===== src/pls_pkg.sv =====
package pls_pkg;

  // List depth and derived widths
  localparam int unsigned CAPACITY = 64;
  localparam int unsigned IDX_W    = $clog2(CAPACITY);
  localparam int unsigned COUNT_W  = 7;
  localparam int unsigned DATA_W   = 32;

  typedef enum logic [2:0] {
    K_CLEAR      = 3'd0,
    K_PUSH_FRONT = 3'd1,
    K_PUSH_BACK  = 3'd2,
    K_INSERT_AT  = 3'd3,
    K_POP_FRONT  = 3'd4,
    K_POP_BACK   = 3'd5,
    K_REMOVE_AT  = 3'd6
  } kind_e;

  typedef enum logic [1:0] {
    STAT_OK     = 2'd0,
    STAT_EMPTY  = 2'd1,
    STAT_BADPOS = 2'd2,
    STAT_FULL   = 2'd3
  } status_e;

  typedef enum logic [2:0] {
    S_IDLE,
    S_TAKE,
    S_CAPT,
    S_LOOP,
    S_RD,
    S_WR,
    S_PUT,
    S_DONE
  } state_e;

  typedef struct packed {
    kind_e               kind;
    logic signed [31:0]  value;
    logic [6:0]          position;
  } in_item_t;

  typedef struct packed {
    status_e             status;
    logic signed [31:0]  removed_value;
    logic [6:0]          count;
  } out_item_t;

  // Request from the sequencer to the entry store
  typedef struct packed {
    logic               we;
    logic [IDX_W-1:0]   waddr;
    logic [DATA_W-1:0]  wdata;
    logic [IDX_W-1:0]   raddr;
  } mem_req_t;

endpackage


===== src/pls_mem.sv =====
module pls_mem
  import pls_pkg::*;
(
  input  logic              clk_i,
  input  mem_req_t          req_i,
  output logic [DATA_W-1:0] rdata_o
);

  logic [DATA_W-1:0] mem_q [CAPACITY];
  logic [DATA_W-1:0] rdata_q;

  // Write port
  always_ff @(posedge clk_i) begin
    if (req_i.we) begin
      mem_q[req_i.waddr] <= req_i.wdata;
    end
  end

  // Registered read port
  always_ff @(posedge clk_i) begin
    rdata_q <= mem_q[req_i.raddr];
  end

  assign rdata_o = rdata_q;

endmodule


===== src/pls_ctrl.sv =====
module pls_ctrl
  import pls_pkg::*;
(
  input  logic              clk_i,
  input  logic              rst_ni,
  input  logic              in_valid_i,
  output logic              in_stall_o,
  input  in_item_t          in_data_i,
  output mem_req_t          mem_req_o,
  input  logic [DATA_W-1:0] mem_rdata_i,
  output logic              res_valid_o,
  output out_item_t         res_o,
  input  logic              res_take_i
);

  state_e             state_q, state_d;
  logic [IDX_W-1:0]   ptr_q, ptr_d;
  logic [IDX_W-1:0]   idx_q, idx_d;
  logic               ins_q, ins_d;
  logic [DATA_W-1:0]  value_q, value_d;
  logic [COUNT_W-1:0] count_q, count_d;
  status_e            status_q, status_d;
  logic [DATA_W-1:0]  removed_q, removed_d;

  logic [COUNT_W-1:0] pos_m1;
  logic [COUNT_W-1:0] cnt_m1;
  logic [COUNT_W-1:0] ptr_p1;
  logic               pos_ok;
  logic               full;
  logic               empty;

  assign pos_m1 = in_data_i.position - COUNT_W'(1);
  assign cnt_m1 = count_q - COUNT_W'(1);
  assign ptr_p1 = COUNT_W'(ptr_q) + COUNT_W'(1);
  assign pos_ok = (in_data_i.position != '0) && (in_data_i.position <= count_q);
  assign full   = (count_q >= COUNT_W'(CAPACITY));
  assign empty  = (count_q == '0);

  // Control state
  always_ff @(posedge clk_i or negedge rst_ni) begin
    if (!rst_ni) begin
      state_q <= S_IDLE;
      count_q <= '0;
    end else begin
      state_q <= state_d;
      count_q <= count_d;
    end
  end

  // Working registers of the current command
  always_ff @(posedge clk_i) begin
    ptr_q     <= ptr_d;
    idx_q     <= idx_d;
    ins_q     <= ins_d;
    value_q   <= value_d;
    status_q  <= status_d;
    removed_q <= removed_d;
  end

  // Sequence one command: decode, shift entries one at a time, finish
  always_comb begin
    state_d   = state_q;
    ptr_d     = ptr_q;
    idx_d     = idx_q;
    ins_d     = ins_q;
    value_d   = value_q;
    count_d   = count_q;
    status_d  = status_q;
    removed_d = removed_q;
    mem_req_o = '{we: 1'b0, waddr: ptr_q, wdata: mem_rdata_i, raddr: ptr_q};
    res_valid_o = 1'b0;

    unique case (state_q)
      S_IDLE: begin
        if (in_valid_i) begin
          status_d  = STAT_OK;
          removed_d = '0;
          value_d   = in_data_i.value;
          state_d   = S_DONE;
          case (in_data_i.kind) inside
            K_CLEAR: begin
              count_d = '0;
            end
            K_PUSH_FRONT, K_PUSH_BACK: begin
              if (full) begin
                status_d = STAT_FULL;
              end else begin
                ins_d   = 1'b1;
                ptr_d   = count_q[IDX_W-1:0];
                idx_d   = (in_data_i.kind == K_PUSH_FRONT) ? '0 : count_q[IDX_W-1:0];
                state_d = S_LOOP;
              end
            end
            K_INSERT_AT: begin
              if (!pos_ok) begin
                status_d = STAT_BADPOS;
              end else if (full) begin
                status_d = STAT_FULL;
              end else begin
                ins_d   = 1'b1;
                ptr_d   = count_q[IDX_W-1:0];
                idx_d   = pos_m1[IDX_W-1:0];
                state_d = S_LOOP;
              end
            end
            K_POP_FRONT, K_POP_BACK: begin
              if (empty) begin
                status_d = STAT_EMPTY;
              end else begin
                ins_d   = 1'b0;
                ptr_d   = (in_data_i.kind == K_POP_FRONT) ? '0 : cnt_m1[IDX_W-1:0];
                state_d = S_TAKE;
              end
            end
            K_REMOVE_AT: begin
              if (empty) begin
                status_d = STAT_EMPTY;
              end else if (!pos_ok) begin
                status_d = STAT_BADPOS;
              end else begin
                ins_d   = 1'b0;
                ptr_d   = pos_m1[IDX_W-1:0];
                state_d = S_TAKE;
              end
            end
            default: ;
          endcase
        end
      end
      // Fetch the entry being removed
      S_TAKE: begin
        mem_req_o.raddr = ptr_q;
        state_d         = S_CAPT;
      end
      S_CAPT: begin
        removed_d = mem_rdata_i;
        state_d   = S_LOOP;
      end
      // Decide whether another entry has to move
      S_LOOP: begin
        if (ins_q) begin
          state_d = (ptr_q != idx_q) ? S_RD : S_PUT;
        end else if (ptr_p1 < count_q) begin
          state_d = S_RD;
        end else begin
          count_d = cnt_m1;
          state_d = S_DONE;
        end
      end
      S_RD: begin
        mem_req_o.raddr = ins_q ? (ptr_q - IDX_W'(1)) : (ptr_q + IDX_W'(1));
        state_d         = S_WR;
      end
      // Move the neighbour into the slot under the pointer
      S_WR: begin
        mem_req_o.we    = 1'b1;
        mem_req_o.waddr = ptr_q;
        mem_req_o.wdata = mem_rdata_i;
        ptr_d           = ins_q ? (ptr_q - IDX_W'(1)) : (ptr_q + IDX_W'(1));
        state_d         = S_LOOP;
      end
      // Fill the opened gap
      S_PUT: begin
        mem_req_o.we    = 1'b1;
        mem_req_o.waddr = idx_q;
        mem_req_o.wdata = value_q;
        count_d         = count_q + COUNT_W'(1);
        state_d         = S_DONE;
      end
      // Hold the result until the output stage takes it
      S_DONE: begin
        res_valid_o = 1'b1;
        if (res_take_i) begin
          state_d = S_IDLE;
        end
      end
      default: state_d = S_IDLE;
    endcase
  end

  assign in_stall_o = (state_q != S_IDLE);
  assign res_o      = '{status: status_q, removed_value: removed_q, count: count_q};

endmodule


===== src/positional_list_store.sv =====
// Ordered list of up to 64 signed 32-bit values held in a single-port-write,
// registered-read memory, front at slot 0. Each command transfer returns one
// result transfer with status, removed value and the new count. Inserting or
// removing in the middle moves the entries behind the affected slot one at a
// time through the memory port, each one read and then written one slot over.
// A taken command is decoded, any entries behind its slot are moved, and its
// result is handed to the output register; the hand-over waits while the
// output register holds a stalled result. The input stalls while a command is
// being worked on; a finished result sits in the output register so the next
// command can be taken meanwhile.
module positional_list_store
  import pls_pkg::*;
(
  input  logic      clk_i,
  input  logic      rst_ni,
  input  logic      in_valid_i,
  output logic      in_stall_o,
  input  in_item_t  in_data_i,
  output logic      out_valid_o,
  input  logic      out_stall_i,
  output out_item_t out_data_o
);

  mem_req_t          mem_req;
  logic [DATA_W-1:0] mem_rdata;
  logic              res_valid;
  out_item_t         res;
  logic              res_take;
  logic              out_valid_q;
  out_item_t         out_data_q;

  pls_ctrl u_ctrl (
    .clk_i       (clk_i),
    .rst_ni      (rst_ni),
    .in_valid_i  (in_valid_i),
    .in_stall_o  (in_stall_o),
    .in_data_i   (in_data_i),
    .mem_req_o   (mem_req),
    .mem_rdata_i (mem_rdata),
    .res_valid_o (res_valid),
    .res_o       (res),
    .res_take_i  (res_take)
  );

  pls_mem u_mem (
    .clk_i   (clk_i),
    .req_i   (mem_req),
    .rdata_o (mem_rdata)
  );

  // Load the output register when it is empty or being drained
  assign res_take = res_valid && (!out_valid_q || !out_stall_i);

  always_ff @(posedge clk_i or negedge rst_ni) begin
    if (!rst_ni) begin
      out_valid_q <= 1'b0;
    end else if (res_take) begin
      out_valid_q <= 1'b1;
    end else if (!out_stall_i) begin
      out_valid_q <= 1'b0;
    end
  end

  always_ff @(posedge clk_i) begin
    if (res_take) begin
      out_data_q <= res;
    end
  end

  assign out_valid_o = out_valid_q;
  assign out_data_o  = out_data_q;

endmodule


===== config.mk =====
export PLATFORM = sky130hd
export DESIGN_NAME = positional_list_store
export DESIGN_NICKNAME = d
export VERILOG_FILES = /design/src/pls_pkg.sv /design/src/pls_mem.sv /design/src/pls_ctrl.sv /design/src/positional_list_store.sv
export SDC_FILE = /design/constraint.sdc
export NUM_CORES = 2
export LEC_CHECK = 0
export BUFFER_PORTS_ARGS = -buffer_cell sky130_fd_sc_hd__buf_2
export CAP_MARGIN = 40
export CELL_PAD_IN_SITES_DETAIL_PLACEMENT = 0
export CELL_PAD_IN_SITES_GLOBAL_PLACEMENT = 1
export CORE_UTILIZATION = 56
export CTS_BUF_LIST = sky130_fd_sc_hd__clkbuf_4
export DETAILED_ROUTE_END_ITERATION = 16
export GPL_TIMING_DRIVEN = 0
export PLACE_DENSITY = 0.8
export RECOVER_POWER = 25
export SETUP_SLACK_MARGIN = 0.2
export SYNTH_ARGS = -nofsm -noshare
export SYNTH_HDL_FRONTEND = slang
export SYNTH_SLANG_ARGS = --single-unit

===== constraint.sdc =====
create_clock -name clk_i -period 4.6 [get_ports clk_i]
set_input_delay 0.23 -clock clk_i [delete_from_list [all_inputs] [get_ports clk_i]]
set_output_delay 0.23 -clock clk_i [all_outputs]
set_load 0.03 [all_outputs]

Yosys cells after proc, flatten, opt, wreduce, memory -nomap -nowiden

Memories as Yosys holds them, arrays and structs flattened. A register that Yosys moved wholly into a read port is not among the register bits.
Cells that the tools add are included.

Output and inout bits: 43
Memories: 1
Bits in registers: 131
Input bits: 46
Memory bits (writable): 2,048

Equal/unequal tests: 27
Muxes and demuxes: 68
Bitwise gates (word level): 2
Add/subtract/negate cells: 6
$lt $le $gt $ge: 3
Reductions and logical operators: 27

Memories:

| memory      | words | width | rd ports | clocked after Yosys merged registers in | wr ports | line         | text |
|---|---|---|---|---|---|---|---|
| u_mem.mem_q | 64    | 32    | 1        | 1                                       | 1        | pls_mem.sv:9 | `logic [DATA_W-1:0] mem_q [CAPACITY];` |

Operator list:

| cell                                                               | number |
|---|---|
| 6-bit 2-to-1 mux                                                   | 20 |
| 39-bit one-hot mux with 2 select lines                             | 1 |
| 32-bit one-hot mux with 2 select lines                             | 1 |
| 3-bit 2-to-1 mux                                                   | 13 |
| 32-bit 2-to-1 mux                                                  | 1 |
| 7-bit 2-to-1 mux                                                   | 4 |
| 3-bit == test, second input constant                               | 7 |
| 3-bit one-hot mux with 7 select lines                              | 1 |
| 7-bit one-hot mux with 3 select lines                              | 1 |
| 2-bit 2-to-1 mux                                                   | 10 |
| 1-bit 2-to-1 mux                                                   | 15 |
| 7-bit AND reduction                                                | 2 |
| 3-bit by 2-bit == test with 1-bit output, second input constant    | 4 |
| 6-bit one-hot mux with 2 select lines                              | 1 |
| 6-bit by 1-bit subtractor with 6-bit output, second input constant | 2 |
| 2-bit inequality test, second input constant                       | 5 |
| 3-bit nonzero test                                                 | 3 |
| 2-bit nonzero test                                                 | 4 |
| 6-bit by 1-bit adder with 7-bit output, second input constant      | 1 |
| 7-bit by 1-bit adder with 7-bit output, second input constant      | 1 |
| 7-bit >= comparator, second input constant                         | 1 |
| 7-bit less-or-equal comparator                                     | 1 |
| 7-bit logical NOT                                                  | 1 |
| 7-bit less-than comparator                                         | 1 |
| other kinds (22)                                                   | 32 |

Longest topological paths before layout

Word-level depth: 11
Gate-level depth with buffers: 16
Mapped depth without buffers: 11

Modules after synthesis

From an unflattened synthesis, not the netlist that was laid out.

Cell total of the unflattened synthesis: 4,109
Area, all modules: 85,597.1 um^2

By module, submodules not included:

| module                | instances | area an instance (um^2) | cells an instance |
|---|---|---|---|
| pls_mem               | 1         | 79,039.6                | 3,511 |
| pls_ctrl              | 1         | 5,282.6                 | 554 |
| positional_list_store | 1         | 1,275.0                 | 44 |

Worst setup path after synthesis

No wires, ideal clock.

Kind: register to register
Start point: register u_ctrl.ptr_q[0]
End point: memory u_mem.mem_q[50][0] (enable)
Path buffers: 6
Cell stages (with the launch flop): 11
Slack: 0.803 ns
Arrival time: 3.376 ns
Period minus slack after synthesis: 3.797 ns
Setup time: 0.421 ns
Cells stage by stage: edfxtp_1 buf_2 buf_2 buf_2 buf_2 clkbuf_1 clkbuf_1 nor3_1 nor2_1 or2_2 nor2_1

Cells in the longest elaborated chain, start to end: 1

Ends and longest elaborated chain:

| element                                | line           | text |
|---|---|---|
| from (decl)                            | pls_ctrl.sv:17 | `logic [IDX_W-1:0] ptr_q, ptr_d;` |
| from (signal assigned)                 | pls_ctrl.sv:52 | `ptr_q <= ptr_d;` |
| 39-bit one-hot mux with 2 select lines | pls_ctrl.sv:73 | `unique case (state_q)` |
| to (decl)                              | pls_mem.sv:9   |  |

No other way between the ends.

Worst setup path in the final report

Start point: register u_ctrl.state_q[1]
End point: memory u_mem.mem_q[27][16] (enable)

Cells in the longest elaborated chain, start to end: 4
Elaborated cells on any way between the ends: 5
Classes of those cells: 2 x eq/ne; 3 x mux

Ends and longest elaborated chain:

| element                                    | line           | text |
|---|---|---|
| from (decl)                                | pls_ctrl.sv:16 | `state_e state_q, state_d;` |
| from (signal assigned)                     | pls_ctrl.sv:45 | `state_q <= state_d;` |
| 3-bit == test                              | pls_ctrl.sv:73 |  |
| 39-bit one-hot mux with 2 select lines (*) | pls_ctrl.sv:73 |  |
| 1-bit 2-to-1 mux                           | pls_mem.sv:14  | `if (req_i.we) begin` |
| 1-bit 2-to-1 mux (not written as such)     | pls_mem.sv:15  | `mem_q[req_i.waddr] <= req_i.wdata;` |

Mark *: on every way between the ends. The rest lies on a longest branch, timed or not.

==> out/metrics.csv <==
metric,value,unit
share of cells above drive strength 1,19.6,%
residual DRC count,0,
register area share after synthesis,73.6,%
Final Skew,125,ps
clock root buffer,clkbuf_4,
Clock Power Share,24.3,%
final non-filler cell total,9619,
FILL cells,11300,
router iterations before antenna repair,6,
detail-routed via count per cell,6.68,
count of cell types in the netlist,67,
GP Congestion,0.961,
Cells after Synth,6216,
largest net degree at the start of global routing,65,
RSZ-0062 raised after global routing,yes,
#FFs+latches synth,2211,
final setup fails,0,
CP cell instances,"buf_2, nor2b_1, and2_1, clkbuf_1, clkbuf_1, nand2_1, nand2_1, nand3_1, clkbuf_1, nor2_1, buf_12",
P_sw,27.3,mW
Die Y,402,um
register area,66000,um^2
endpoints failing hold,0,
post-route setup TNS,0,ps
GRT Util Overall,35.5,%
internal power,41.9,mW
Reg power frac,39.6,%
core area,159000,um^2
final global-route overflow total,0,
Slew @ Worst Pin,1460,ps
dpl hpwl,196000,um
Tcrit/Tclk final,98.8,%
Synth top cells by count,"edfxtp_1 (2168), nand2_1 (868), o22ai_1 (613)",
fin crit period,4550,ps
hold slack,108,ps
Hold Path Class,in2reg,
Slowest cell on crit path,nor2_1,
fin util,65.8,%
predominant post-synthesis flop cell,edfxtp_1,
post-synth net total,6286,
Worst path max stage delay,730,ps
WL/cell,30.4,um
Placed Instances,8542,
Synth warnings,0,
Syn-to-layout area delta,16.5,%
PwrDens,662,nW/um^2
Comb pwr share,36.1,%
H-Tree Level Count,6,
Synth top area share,72.6,%
WS Path Type,reg2reg,
crit path launch type,flop,
starting density of the core,56.5,%
asr flop ratio synth,0.498,%
Sw Share,39.5,%
P_leak,33.7,nW
initial antenna violation count,17,
area of the multi-input gates,22400,um^2
f_max,220,MHz
CP max FO,27,
number of core rows,146,
R2R depth,11,
die width,402,um
"Req. time, crit path",5590,ps
Slew Limit Headroom,2.67,%
CTS Buf Count,577,
DR vias,64300,
Max Slew Vio Count,0,
Design Power,69.1,mW
# IOs,89,
worst vdd ir,0.691,mV
first-pass GRT wire length,414000,um
initial DRC count,9552,
DRT antenna net count,0,
status,"finished, final reports clean",
vias in the first global route,61900,
most common cell in the netlist,edfxtp_1,
CP Capture Type,flop,
TritonCTS clock tree,done,
clock sink count,2211,
port bufs,87,
Detailed Route WL,292000,um
Clock Latency Late Sink,1410,ps
synth top area cells,"edfxtp_1 (73%), o22ai_1 (4.3%), nand2_1 (3.6%)",
Post-synth EDFFs,2168,
Clock Tree Buf Depth,4,
Worst EP arrival,5540,ps
die area,162000,um^2
final net count,7221,
Netlist Area Pre-Place,89700,um^2
clock slew at reported path FFs,70,ps
Worst Hold Depth,3,
syn avg cell area,14.4,um^2
cell taking the most area after synthesis,edfxtp_1,
Max-Cap Viols,0,
Crit path top cell by count,clkbuf_1,
## metrics by stage
| stage | worst slack (ps) | area (um^2) |
|---|---|---|
| 2_1_floorplan | 803 | 89700 |
| 3_3_place_gp | -2100 | 92700 |
| 3_5_place_dp | -1100 | 96200 |
| 4_1_cts | 108 | 105000 |
| 5_1_grt | -84.1 | 104000 |
| 6_report | 54.7 | 104000 |
## per-layer routing
layer	GRT usage, %	vias to the layer above	part of all wire, %
met4	18.4	4	5.4
met2	52.5	4510	44
met1	48.1	31600	37
li1	-	27400	-
met3	10.2	729	13
met5	0	-	0.012
## what timing repair did
item	CTS	global route
setup endpoints to repair	629	802
pin swaps	0	2
gates resized for setup	83	60
setup buffers	0	2
hold endpoints to repair	189	0
hold buffers	94	0
## path summary, 6_finish.rpt
kind | start | to | slack [ps]
min in group asynchronous | rst_ni | u_ctrl.count_q[2] | 500
worst max-delay path | u_ctrl.state_q[1] | u_mem.mem_q[27][16] | 50
max in group asynchronous | rst_ni | out_valid_o | 3720
worst max register to register | u_ctrl.state_q[1] | u_mem.mem_q[27][16] | 50
worst min register to register | u_ctrl.removed_q[31] | out_data_o[38] | 420
worst min-delay path | in_data_i[32] | u_ctrl.value_q[25] | 110
## state kept, by name, indices dropped and copies added, names as in the netlist
name	flops
u_ctrl.state_q	3
out_valid_o	1
u_ctrl.value_q	32
u_ctrl.status_q	2
u_ctrl.ptr_q	6
u_ctrl.count_q	7
u_mem.mem_q	2048
out_data_o	41
u_ctrl.ins_q	1
u_ctrl.removed_q	32
u_mem.rdata_o	32
u_ctrl.idx_q	6
## power groups by stage
stage | Sequential (mW) | Combinational, mW | Clock (mW)
final | 27.3 | 25.0 | 16.8
after global routing | 27.4 | 25.6 | 18.0
after CTS | 27.3 | 23.9 | 16.9
after detailed placement | 27.8 | 23.5 | 0
after global placement | 28.6 | 21.4 | 0
after floorplan | 28.0 | 11.3 | 0
## logic make-up (layout without fill, tap and decap cells)
family,count (synthesis),count (layout),synth area share [%]
other,0,17,0
flip-flops,2211,2211,73.6
AND/OR/NAND/NOR,1366,1366,6.61
multiplexers,134,134,1.58
buffers and inverters,537,1851,2.58
adder cells (fa/ha/maj),25,25,0.354
XOR/XNOR,23,23,0.246
AO/OA/AOI/OAI,1920,1920,15.0
## worst max-delay path, delay by kind of cell (launching register included)
family	cells	cell delay, ps
flops	1	340
buf+inv	5	1890
simple gates	6	1960
## cell usage in the layout (no fill, tap or decap), drive strengths merged, types with 34 or more instances in the layout
cell,instances
clkbuf,1214
o211ai,39
o22a,64
nor3,43
nor2,130
inv,34
nand2,868
nor2b,165
o22ai,613
mux2i,71
nand3,91
buf,406
a21oi,36
a31oi,426
edfxtp,2168
o21ai,157
o221ai,229
mux2,63
dlygate4sd3,94
clkinv,92
and2,34
a2111oi,223
## layout make-up
cell class	instances	share of cell area, %
Clock buffer	842	6.05
Inverter	21	0.0755
Tap cell	2072	2.48
Timing Repair Buffer	356	3.78
Multi-Input combinational cell	3468	21.5
Sequential cell	2211	63.2
Buffer	516	2.19
Antenna cell	17	0.0407
Clock inverter	116	0.704
No activity file was read; power rests on OpenSTA's default activity.
